$ cat config.mk
export PLATFORM = sky130hd
export DESIGN_NAME = half_step_stepper_sequencer
export DESIGN_NICKNAME = d
export VERILOG_FILES = /design/src/rtl/hss_pkg.sv /design/src/rtl/half_step_stepper_sequencer.sv
export VERILOG_INCLUDE_DIRS = /design/src /design/src/rtl
export SDC_FILE = /design/constraint.sdc
export NUM_CORES = 1
export LEC_CHECK = 0
export BUFFER_PORTS_ARGS = -buffer_cell sky130_fd_sc_hd__buf_4
export CORE_MARGIN = 1
export CORE_UTILIZATION = 64
export DETAILED_ROUTE_END_ITERATION = 16
export GPL_ROUTABILITY_DRIVEN = 0
export MAX_ROUTING_LAYER = met4
export PLACE_DENSITY_LB_ADDON = 0.12
export SLEW_MARGIN = 20
export SYNTH_ARGS = -nofsm -noshare
export SYNTH_HDL_FRONTEND = slang
export SYNTH_SLANG_ARGS = --single-unit
$ cat constraint.sdc
create_clock -name clk -period 7.07 [get_ports clk]
set_input_delay 1.0605 -clock clk [delete_from_list [all_inputs] [get_ports clk]]
set_output_delay 1.0605 -clock clk [all_outputs]
set_load 0.01 [all_outputs]
$ cat src/rtl/half_step_stepper_sequencer_macros.svh
// Assertion macros for the half-step stepper sequencer.
// Used by the top level; the macros expect clk and rst_n in scope.
`ifndef HALF_STEP_STEPPER_SEQUENCER_MACROS_SVH
`define HALF_STEP_STEPPER_SEQUENCER_MACROS_SVH
`ifndef SYNTHESIS
// Same-cycle implication, checked at every rising edge outside reset.
`define HSS_ASSERT_IMP(label, ante, cons) \
    label: assert property (@(posedge clk) disable iff (!rst_n) (ante) |-> (cons)) \
        else $error("hss: assertion failed");
// Next-cycle implication, checked at every rising edge outside reset.
`define HSS_ASSERT_NXT(label, ante, cons) \
    label: assert property (@(posedge clk) disable iff (!rst_n) (ante) |=> (cons)) \
        else $error("hss: assertion failed");
`else
`define HSS_ASSERT_IMP(label, ante, cons)
`define HSS_ASSERT_NXT(label, ante, cons)
`endif
`endif

$ cat src/rtl/hss_pkg.sv
// Package for the half-step stepper sequencer: request and response types,
// operation codes, the half-step pattern table and the step count helper.
// No dependencies.
`default_nettype none

package hss_pkg;

    localparam int OP_W       = 2;
    localparam int ANGLE_W    = 13;
    localparam int INTERVAL_W = 16;
    localparam int COUNT_W    = 16;
    localparam int PHASE_W    = 3;
    localparam int COIL_W     = 4;

    localparam logic [OP_W-1:0] OP_TICK  = 2'd0;
    localparam logic [OP_W-1:0] OP_START = 2'd1;
    localparam logic [OP_W-1:0] OP_STOP  = 2'd2;

    // floor(angle * 64 / 45) == (angle * DIV_MUL) >> DIV_SHIFT, exact for 13-bit angles.
    localparam int DIV_MUL_W = 20;
    localparam logic [DIV_MUL_W-1:0] DIV_MUL = 20'd745655;
    localparam int DIV_SHIFT  = 19;
    localparam int PROD_W     = ANGLE_W + DIV_MUL_W;
    localparam int QUOT_W     = PROD_W - DIV_SHIFT;
    localparam int HALF_STEPS = 3;   // each whole step is eight half steps

    typedef struct packed {
        logic [OP_W-1:0]       op;
        logic                  direction;
        logic [ANGLE_W-1:0]    angle_deg;
        logic [INTERVAL_W-1:0] interval_ticks;
    } req_t;

    typedef struct packed {
        logic [COIL_W-1:0] coils;
        logic              busy_res;
    } rsp_t;

    // Coil pattern per table index: A, A+B, B, B+C, C, C+D, D, A+D.
    function automatic logic [COIL_W-1:0] half_step_pattern(input logic [PHASE_W-1:0] idx);
        logic [COIL_W-1:0] pat;
        unique case (idx)
            3'd0: pat = 4'h1;
            3'd1: pat = 4'h3;
            3'd2: pat = 4'h2;
            3'd3: pat = 4'h6;
            3'd4: pat = 4'h4;
            3'd5: pat = 4'hC;
            3'd6: pat = 4'h8;
            default: pat = 4'h9;
        endcase
        return pat;
    endfunction

    // Half-step count for a move, saturated to the counter width.
    function automatic logic [COUNT_W-1:0] steps_from_angle(input logic [ANGLE_W-1:0] angle);
        logic [PROD_W-1:0] prod;
        logic [QUOT_W-1:0] quot;
        prod = PROD_W'(angle) * PROD_W'(DIV_MUL);
        quot = prod[PROD_W-1:DIV_SHIFT];
        if (quot[QUOT_W-1:COUNT_W-HALF_STEPS] != '0)
        begin
            return '1;
        end
        return {quot[COUNT_W-HALF_STEPS-1:0], {HALF_STEPS{1'b0}}};
    endfunction

endpackage

`default_nettype wire

$ cat src/rtl/half_step_stepper_sequencer.sv
// Half-step stepper sequencer for a four-coil unipolar motor.
// Depends on hss_pkg and half_step_stepper_sequencer_macros.svh.
// Every request (tick, start, stop or an unused op) gives one response carrying the coil
// levels and the busy flag after that request has taken effect. A request is captured
// in an input register and, once the output register is free or draining, worked on
// by one pass of logic whose only wide part is the 13 by 20 bit multiply that turns
// the angle into a half-step count; the response then sits in an output register.
// Throughput is one request per clock while the response side keeps up; a request
// is still taken while a response waits, as long as the input register is empty.
`default_nettype none
`include "half_step_stepper_sequencer_macros.svh"

module half_step_stepper_sequencer
    import hss_pkg::*;
(
    input  wire logic clk,
    input  wire logic rst_n,
    input  wire logic req_valid,
    output logic      req_ready,
    input  wire req_t req,
    output logic      rsp_valid,
    input  wire logic rsp_ready,
    output rsp_t      rsp
);

    logic                  req_valid_reg;
    req_t                  req_reg;
    logic                  rsp_valid_reg;
    rsp_t                  rsp_reg;
    logic                  advance;

    logic                  running_reg,  running_next;
    logic                  dir_reg,      dir_next;
    logic [PHASE_W-1:0]    phase_reg,    phase_next;
    logic [COUNT_W-1:0]    steps_reg,    steps_next;
    logic [INTERVAL_W-1:0] interval_reg, interval_next;
    logic [INTERVAL_W-1:0] elapsed_reg,  elapsed_next;
    logic [COIL_W-1:0]     coil_reg,     coil_next;
    logic [INTERVAL_W-1:0] elapsed_inc;
    logic [PHASE_W-1:0]    table_idx;

    // The working stage moves on when the output register is free or draining.
    assign advance   = req_valid_reg && (!rsp_valid_reg || rsp_ready);
    assign req_ready = !req_valid_reg || advance;
    assign rsp_valid = rsp_valid_reg;
    assign rsp       = rsp_reg;

    assign elapsed_inc = (elapsed_reg == '1) ? elapsed_reg : elapsed_reg + 1'b1;
    assign table_idx   = dir_reg ? phase_reg : ~phase_reg;

    always_comb
    begin
        running_next  = running_reg;
        dir_next      = dir_reg;
        phase_next    = phase_reg;
        steps_next    = steps_reg;
        interval_next = interval_reg;
        elapsed_next  = elapsed_reg;
        coil_next     = coil_reg;
        unique case (req_reg.op)
            OP_TICK:
            begin
                if (running_reg)
                begin
                    if (elapsed_inc < interval_reg)
                    begin
                        elapsed_next = elapsed_inc;
                    end
                    else
                    begin
                        elapsed_next = '0;
                        // A due tick with no steps left, or the last step, ends the move.
                        if (steps_reg == '0 || steps_reg == COUNT_W'(1))
                        begin
                            running_next = 1'b0;
                            phase_next   = '0;
                            steps_next   = '0;
                            coil_next    = '0;
                        end
                        else
                        begin
                            coil_next  = half_step_pattern(table_idx);
                            phase_next = phase_reg + 1'b1;
                            steps_next = steps_reg - 1'b1;
                        end
                    end
                end
            end
            OP_START:
            begin
                if (!running_reg)
                begin
                    running_next  = 1'b1;
                    dir_next      = req_reg.direction;
                    phase_next    = '0;
                    steps_next    = steps_from_angle(req_reg.angle_deg);
                    interval_next = (req_reg.interval_ticks == '0) ? INTERVAL_W'(1)
                                                                   : req_reg.interval_ticks;
                    elapsed_next  = '0;
                end
            end
            OP_STOP:
            begin
                running_next = 1'b0;
                phase_next   = '0;
                steps_next   = '0;
                coil_next    = '0;
            end
            default:
            begin
                running_next = running_reg;
            end
        endcase
    end

    always_ff @(posedge clk or negedge rst_n)
    begin
        if (!rst_n)
        begin
            req_valid_reg <= 1'b0;
            rsp_valid_reg <= 1'b0;
            running_reg   <= 1'b0;
            dir_reg       <= 1'b0;
            phase_reg     <= '0;
            steps_reg     <= '0;
            interval_reg  <= '0;
            elapsed_reg   <= '0;
            coil_reg      <= '0;
        end
        else
        begin
            if (req_ready)
            begin
                req_valid_reg <= req_valid;
            end
            if (advance)
            begin
                rsp_valid_reg <= 1'b1;
                running_reg   <= running_next;
                dir_reg       <= dir_next;
                phase_reg     <= phase_next;
                steps_reg     <= steps_next;
                interval_reg  <= interval_next;
                elapsed_reg   <= elapsed_next;
                coil_reg      <= coil_next;
            end
            else if (rsp_ready)
            begin
                rsp_valid_reg <= 1'b0;
            end
        end
    end

    always_ff @(posedge clk)
    begin
        if (req_valid && req_ready)
        begin
            req_reg <= req;
        end
        if (advance)
        begin
            rsp_reg.coils    <= coil_next;
            rsp_reg.busy_res <= running_next;
        end
    end

    `HSS_ASSERT_IMP(a_idle_coils_off, !running_reg, coil_reg == '0)
    `HSS_ASSERT_IMP(a_interval_set, running_reg, interval_reg != '0)
    `HSS_ASSERT_IMP(a_elapsed_below, running_reg, elapsed_reg < interval_reg)
    `HSS_ASSERT_NXT(a_rsp_follows, advance, rsp_valid_reg && rsp_reg.busy_res == running_reg)

endmodule

`default_nettype wire

==> results of run 1 <==
-- cells by family after synthesis --
| logic type | Yosys count | synth area share |
|---|---|---|
| xor+xnor | 22 | 0.0212 |
| fa+ha+maj | 192 | 0.324 |
| simple gates | 215 | 0.117 |
| buf+inv | 204 | 0.0880 |
| flops | 96 | 0.285 |
| mux | 25 | 0.0299 |
| compound gates | 191 | 0.136 |
-- metrics by stage --
stage / cell area [µm²] / hold WS (ns)
4_1_cts: 9800 / 0.484
5_1_grt: 9800 / 0.509
2_1_floorplan: 9090 / 0.455
3_3_place_gp: 9520 / 0.458
3_5_place_dp: 9520 / 0.471
6_report: 9800 / 0.478
-- worst paths after layout --
kind | start | to | slack, ns | depth (start not counted)
worst max-delay path | req_reg[23] | steps_reg[14] | 1.28 | 19
worst min-delay path | req_reg[29] | dir_reg | 0.48 | 1
worst max register to register | req_reg[23] | steps_reg[14] | 1.28 | 19
worst min register to register | req_reg[29] | dir_reg | 0.48 | 1
max in group asynchronous | rst_n | dir_reg | 5.78 | 1
min in group asynchronous | rst_n | steps_reg[0] | 0.78 | 1
-- power breakdown --
part           internal (mW)  switching [mW]  total (mW)
Combinational           1.03            1.45        2.49
Clock                  0.244           0.220       0.465
Sequential             0.712           0.109       0.822
Total                   1.99            1.78        3.77
-- cell usage in the layout (no fill, tap or decap), types with 9 or more instances in the layout --
| cell | count |
|---|---|
| inv_1 | 179 |
| a21o_1 | 10 |
| edfxtp_1 | 37 |
| nand3_1 | 27 |
| clkbuf_16 | 9 |
| buf_4 | 44 |
| nand2b_1 | 9 |
| mux2_2 | 17 |
| dfrtp_1 | 59 |
| a21oi_1 | 35 |
| a211oi_1 | 11 |
| o21ai_1 | 16 |
| nand2_1 | 59 |
| nor2_1 | 57 |
| xnor2_1 | 14 |
| nor3_1 | 14 |
| ha_1 | 120 |
| a31oi_1 | 13 |
| fa_1 | 72 |
| and3_1 | 9 |
| o21ai_0 | 55 |
-- layer usage --
metal | share of wire | vias to the layer above | GRT usage
met5 | 0 | - | -
met4 | 0.025 | 0 | 0.0918
met3 | 0.039 | 36 | 0.0338
met2 | 0.50 | 141 | 0.466
met1 | 0.44 | 3260 | 0.383
li1 | - | 3276 | -
-- layout make-up --
cell class / count / area share
multi-input combinational: 645 / 0.582
sequential: 96 / 0.264
inverter: 179 / 0.0686
timing repair buffer: 44 / 0.0337
clock buffer: 10 / 0.0234
tap: 180 / 0.0230
clock inverter: 6 / 0.00536
-- Yosys cell counts, types with 6 or more instances --
master and count:
a211oi_1 11, a21o_1 10, a21oi_1 35, a22oi_1 6, a31oi_1 13, and3_1 9, clkbuf_1 17, dfrtp_1 59
edfxtp_1 37, fa_1 72, ha_1 120, inv_1 179, mux2_2 17, mux2i_1 8, nand2_1 59, nand2b_1 9
nand3_1 27, nand3b_1 6, nand4_1 8, nor2_1 57, nor3_1 14, o211ai_1 7, o21ai_0 55, o21ai_1 16
o31ai_1 6, xnor2_1 14, xor2_1 8
==> results.toml, run 1 <==
[cts]
clock_sinks = 96
postCtsSetupBuffers = 0
root_buffer = "clkbuf_16"
hold_buffers = 0
clockBufferDepth = 2
cts_buffers = 9
worst_skew_pair.late_latency_ns = 0.34
cts_resized = 0
cts_tree = "built"
path_clk_slew_ns = 0.07
htreeDepth = 3

[placement]
io_buffer_count = 42
preCtsSetupSlack_ns = 1.34
dp.cells = 1144
hpwl_um = 15700

[setup_path]
critPathTopFamily = "adder cells"
crit_type = "register to register"
worst_setup_path_start_kind = "register"
endpoint_kind = "register"
crit_chain = "ha_1, inv_1, fa_1, inv_1, fa_1, inv_1, fa_1, inv_1, fa_1, ha_1, o211ai_1, o31ai_1, o21ai_0, a31oi_1, a21oi_1, mux2i_1, buf_4, o41ai_1, a31oi_1"
crit_buf_inv = 5
crit_required_ns = 7.29
cp.arrival_ns = 6.01
worstPathMaxFanout = 16
slowest_stage = "fa_1"
cpPeakStageDelay_ns = 0.54

[synthesis]
syn_inst = 945
syn_nets = 1173
synth_top_area_share = 0.165
ys_ff_latch = 96
synth_largest_area_cell = "ha_1"
synthTopCellsByArea = "ha_1 17%, dfrtp_1 16%, fa_1 16%"
avgSynthCellArea_um2 = 9.62
ys_types = 65
synth_edf_count = 37
ys.flop_type = "dfrtp_1"
ys_seq_area_frac = 0.285
synth.yosys.warnings = 0
async_flop_share = 0.615
synth_area_um2 = 9090

[finish]
drive_gt1_frac = 0.0949
fin_util = 0.706
multiInputGateArea_um2 = 5700
area_delta_synth_final_pct = 7.81
final-instance-count-excl-fill = 1160
fin_nets = 1203
seqCellArea_um2 = 2590
n_antenna_cell = 0
largest_reg_flops = 32
fill_cells = 1053

[run_status]
status = "completed"

[floorplan]
rows = 43
die_w_um = 121
coreArea_um2 = 13900
die_y_um = 121
start_util = 0.655
io_pins = 43
die_area_um2 = 14700

[route]
vias = 6713
dr.pass1.iters = 7
drt-initial-drc-count = 413
postRouteAntennaNets = 0
wirelength_um = 19300
drc = 0
wl_per_cell_um = 16.6
viasPerCell = 5.79

[global_route]
antenna_found_initial = 0
overflow = 0
grt_pass1_wl_um = 31900
grt_pass1_vias = 6494
grt_usage = 0.289
grt_max_degree = 60

[pwr]
power.density_nw_per_um2 = 385
p_leak_nw = 4.85
total_power_mw = 3.77
vdd_drop_max_uv = 612

[sta]
maxSlewViolCount = 0
hold_violations = 0
fin_setup_tns_ns = 0
max_slew_margin = 0.393
fin_crit_ns = 5.79
period_share = 0.819
worstMarginPinSlew_ns = 0.907
fin_skew_ns = 0.0114
setup-violations-final = 0
max_freq_mhz = 173
rsz0062_at_grt = "false"
timing.final.ws_setup_ns = 1.28

[min_path]
worstHoldPathType = "register to register"

[job]
cap_violations = 0
(Power assumes the default switching activity.)
==> run 2: changes to the inputs <==
Settings changed: CORE_UTILIZATION 64 to 57.
Clock period 7.07 ns to 5.2 ns, I/O delays scaled along.
==> results.toml, run 2 (synthesis results as in run 1) <==
[run_status]
status = "completed"

[pwr]
p_seq_frac = 0.187
power.density_nw_per_um2 = 558
clkPwrFrac = 0.112
vdd_drop_max_uv = 639
p_switching_mw = 2.76
p_leak_nw = 5.14
total_power_mw = 5.93
swShare = 0.465
p_int_mw = 3.18
p_comb_frac = 0.701

[sta]
fin_skew_ns = 0.0118
fin_crit_ns = 5.13
period_share = 0.987
maxSlewViolCount = 0
worstMarginPinSlew_ns = 0.934
rsz0062_at_grt = "true"
max_slew_margin = 0.377
timing.final.ws_setup_ns = 0.0690
fin_setup_tns_ns = 0
hold_violations = 0
setup-violations-final = 0
max_freq_mhz = 195

[setup_path]
endpoint_kind = "register"
worst_setup_path_start_kind = "register"
cp.arrival_ns = 5.36
r2r_start = "req_reg[22]"
cp-startpoint = "req_reg[22]"
worstPathMaxFanout = 6
crit_required_ns = 5.43
crit_type = "register to register"

[cts]
root_buffer = "clkbuf_16"
path_clk_slew_ns = 0.07
clockBufferDepth = 2
clock_sinks = 96
worst_skew_pair.late_latency_ns = 0.35
cts_buffers = 9
cts_tree = "built"
htreeDepth = 3

[finish]
drive_gt1_frac = 0.194
area_delta_synth_final_pct = 17.1
fin_util = 0.692
multiInputGateArea_um2 = 6050
fill_cells = 1205
layout_commonest_cell = "inv_1"
n_antenna_cell = 0
fin_nets = 1257
largest_reg_flops = 32
final_cell_mix = "176 x inv_1, 103 x ha_1, 90 x buf_4"
seqCellArea_um2 = 2590

[global_route]
grt_pass1_vias = 6657
grt_usage = 0.269
antenna_found_initial = 0
grtUsageMet3 = 0.0221
gr-usage-met1 = 0.361
grt_pass1_wl_um = 33300
overflow = 0
use_met2 = 0.446
top_usage_layer = "met2"
grt_max_degree = 60

[route]
postRouteAntennaNets = 0
wirelength_um = 20900
drt-initial-drc-count = 438
viasPerCell = 5.57
dr.pass1.iters = 5
drc = 0
wl_per_cell_um = 16.8
vias = 6938

[floorplan]
io_pins = 43
rows = 45
die_area_um2 = 16500
die_w_um = 128
die_y_um = 128
coreArea_um2 = 15400
start_util = 0.591

[job]
cap_violations = 0

[min_path]
worst_hold_startpoint = "req_reg[29]"
worstHoldPathType = "register to register"

[placement]
preCtsSetupSlack_ns = -0.150
io_buffer_count = 42
hpwl_um = 16200
==> run 2: final timing paths <==
kind / slack (ns) / end / cells after the start
setup / recovery: 0.07 / steps_reg[5] / 20
hold / removal: 0.48 / dir_reg / 1
setup reg to reg: 0.07 / steps_reg[5] / 20
hold reg to reg: 0.48 / dir_reg / 1
max in group asynchronous: 4.18 / steps_reg[8] / 1
min in group asynchronous: 0.49 / phase_reg[0] / 1
==> run 2: cell type report <==
type | instances | area share
multi-input combinational | 645 | 0.569
sequential | 96 | 0.243
timing repair buffer | 98 | 0.0720
inverter | 179 | 0.0631
tap | 211 | 0.0248
clock buffer | 9 | 0.0212
clock inverter | 7 | 0.00694
==> run 2: stage by stage <==
stage / hold slack (ns) / area, µm² / cells
2_1_floorplan: 0.455 / 9100 / 945
3_3_place_gp: 0.459 / 9880 / 1217
3_5_place_dp: 0.471 / 9880 / 1217
4_1_cts: 0.487 / 10200 / 1233
5_1_grt: 0.522 / 10600 / 1245
6_report: 0.482 / 10600 / 1245
==> run 2: layer usage <==
metal,share of wire,vias up
li1,-,3388
met1,0.45,3390
met2,0.51,139
met3,0.030,21
met4,0.014,0
met5,0,-
==> run 2: what timing repair did <==
action,4_1_cts,5_1_grt
buffers inserted,0,12
pin swaps,3,35
cloned,0,1
hold buffers,0,0
endpoints found under the setup margin,3,16
gates resized for setup,4,70
==> run 2: worst max-delay path, stage by stage, from the launching register on <==
cell and delay (ns):
edfxtp_1 0.46, buf_4 0.18, ha_2 0.32, inv_1 0.08
fa_1 0.51, inv_1 0.07, ha_4 0.24, fa_1 0.55
inv_1 0.07, fa_1 0.51, inv_1 0.07, ha_4 0.27
nand4_1 0.14, o31ai_1 0.31, o21ai_2 0.14, a31oi_4 0.25
a21oi_4 0.09, mux2i_4 0.24, buf_6 0.16, a221oi_1 0.25
o21ai_1 0.09
==> run 2: power groups by stage <==
stage / combinational [mW] / sequential, mW / clock, mW
4_1_cts: 3.61 / 1.11 / 0.672
3_5_place_dp: 3.56 / 1.12 / 0
2_1_floorplan: 2.57 / 1.08 / 0
3_3_place_gp: 3.52 / 1.11 / 0
5_1_grt: 4.61 / 1.13 / 0.703
6_report: 4.16 / 1.11 / 0.666
==> run 3: changes to the inputs <==
Settings changed: PLACE_DENSITY from default to 0.78, PLACE_DENSITY_LB_ADDON 0.12 to default.
==> results.toml, run 3 (synthesis results as in run 1) <==
[setup_path]
crit_type = "register to register"
worst-path-stages = 18
r2r_start = "req_reg[28]"
slowest_stage = "fa_1"
r2r_slack_ns = 0.04
crit_required_ns = 5.43
ff2ff_path_depth = 18
cp-startpoint = "req_reg[28]"
cp.arrival_ns = 5.39
crit_chain = "buf_6, fa_2, inv_1, fa_1, fa_2, fa_1, inv_1, ha_1, ha_4, a211oi_2, o21ai_0, nand2_1, a31oi_2, buf_4, a221o_1, a21o_1, a211oi_1, a31oi_1"
crit_buf_inv = 4
worst_setup_path_start_kind = "register"
worstPathMaxFanout = 5
endpoint = "steps_reg[10]"
endpoint_kind = "register"
rr_endpoint = "steps_reg[10]"
cpPeakStageDelay_ns = 0.57
critPathTopFamily = "adder cells"

[finish]
area_delta_synth_final_pct = 14.2
fill_cells = 1122
n_antenna_cell = 0
final_area_um2 = 10400
drive_gt1_frac = 0.166
final-instance-count-excl-fill = 1226
fin_nets = 1238
layout_commonest_cell = "inv_1"
largest_reg_flops = 32
final_cell_mix = "173 x inv_1, 105 x ha_1, 74 x buf_4"
fin_util = 0.675

[global_route]
overflow = 0
grt_max_degree = 60
top_usage_layer = "met2"
grt_usage = 0.268
grt_pass1_wl_um = 33000
use_met2 = 0.445
grtUsageMet3 = 0.0434
grt_pass1_vias = 6831
gr-usage-met1 = 0.316
antenna_found_initial = 0

[route]
vias = 7053
drc = 0
drt-initial-drc-count = 515
wirelength_um = 21800
dr.pass1.iters = 5
viasPerCell = 5.75
wl_per_cell_um = 17.8
postRouteAntennaNets = 0

[placement]
dpl_cell_area_um2 = 9750
io_buffer_count = 42
dp.cells = 1200
hpwl_um = 16100

[sta]
hold_violations = 0
fin_skew_ns = 0.00990
fin_crit_ns = 5.16
setup-violations-final = 0
whs_ns = 0.494
worstMarginPinSlew_ns = 0.919
maxSlewViolCount = 0
max_slew_margin = 0.385
rsz0062_at_grt = "true"
period_share = 0.993
max_freq_mhz = 194

[floorplan]
start_util = 0.591
io_pins = 43
die_w_um = 128
coreArea_um2 = 15400
rows = 45
die_area_um2 = 16500
die_y_um = 128

[cts]
cts_buffers = 9
htreeDepth = 3
clock_sinks = 96
cts_tree = "built"
worst_skew_pair.late_latency_ns = 0.35
hold_buffers = 0
clockBufferDepth = 2
path_clk_slew_ns = 0.07
root_buffer = "clkbuf_16"

[run_status]
status = "completed"

[pwr]
power.density_nw_per_um2 = 557
total_power_mw = 5.78
p_leak_nw = 5.03
vdd_drop_max_uv = 332

[min_path]
worstHoldPathType = "register to register"

[job]
cap_violations = 0
-- run 3: layer usage --
layer,up-vias,share of wire
met5,-,0
met4,0,0.047
met3,76,0.042
met2,221,0.52
met1,3405,0.40
li1,3351,-
-- run 3: metrics by stage --
stage	setup slack [ns]	TNS (ns)
4_1_cts	0.00253	0
6_report	0.0386	0
5_1_grt	-0.117	-0.908
3_5_place_dp	-0.0424	-0.123
3_3_place_gp	0.0835	0
2_1_floorplan	0.0453	0
-- run 3: worst min-delay path by stage --
stage | from | end | slack [ns] | cells after the start
after global routing | req_reg[12] | interval_reg[12] | 0.51 | 1
after CTS | req_reg[29] | dir_reg | 0.50 | 1
final | req_reg[29] | dir_reg | 0.49 | 1
after global placement | req_reg[29] | dir_reg | 0.46 | 1
after floorplan | req_reg[29] | dir_reg | 0.46 | 1
after detailed placement | req_reg[29] | dir_reg | 0.48 | 1
-- run 3: timing repair --
action	CTS	global route
resized for setup	2	48
setup buffers	1	9
endpoints found under the setup margin	8	16
pin swaps	0	24
-- run 3: area by class of cell --
cell class,instances,area (µm²),share of cell area
Inverter,179,672,0.0647
Clock inverter,7,60.1,0.00579
Multi-Input combinational cell,645,5960,0.574
Clock buffer,9,225,0.0217
Tap cell,211,264,0.0254
Timing Repair Buffer,79,612,0.0589
Sequential cell,96,2590,0.249
-- run 3: power by group --
group / internal [mW] / switching, mW / total [mW]
logic: 1.79 / 2.24 / 4.04
clock network: 0.329 / 0.303 / 0.632
registers: 0.969 / 0.146 / 1.11
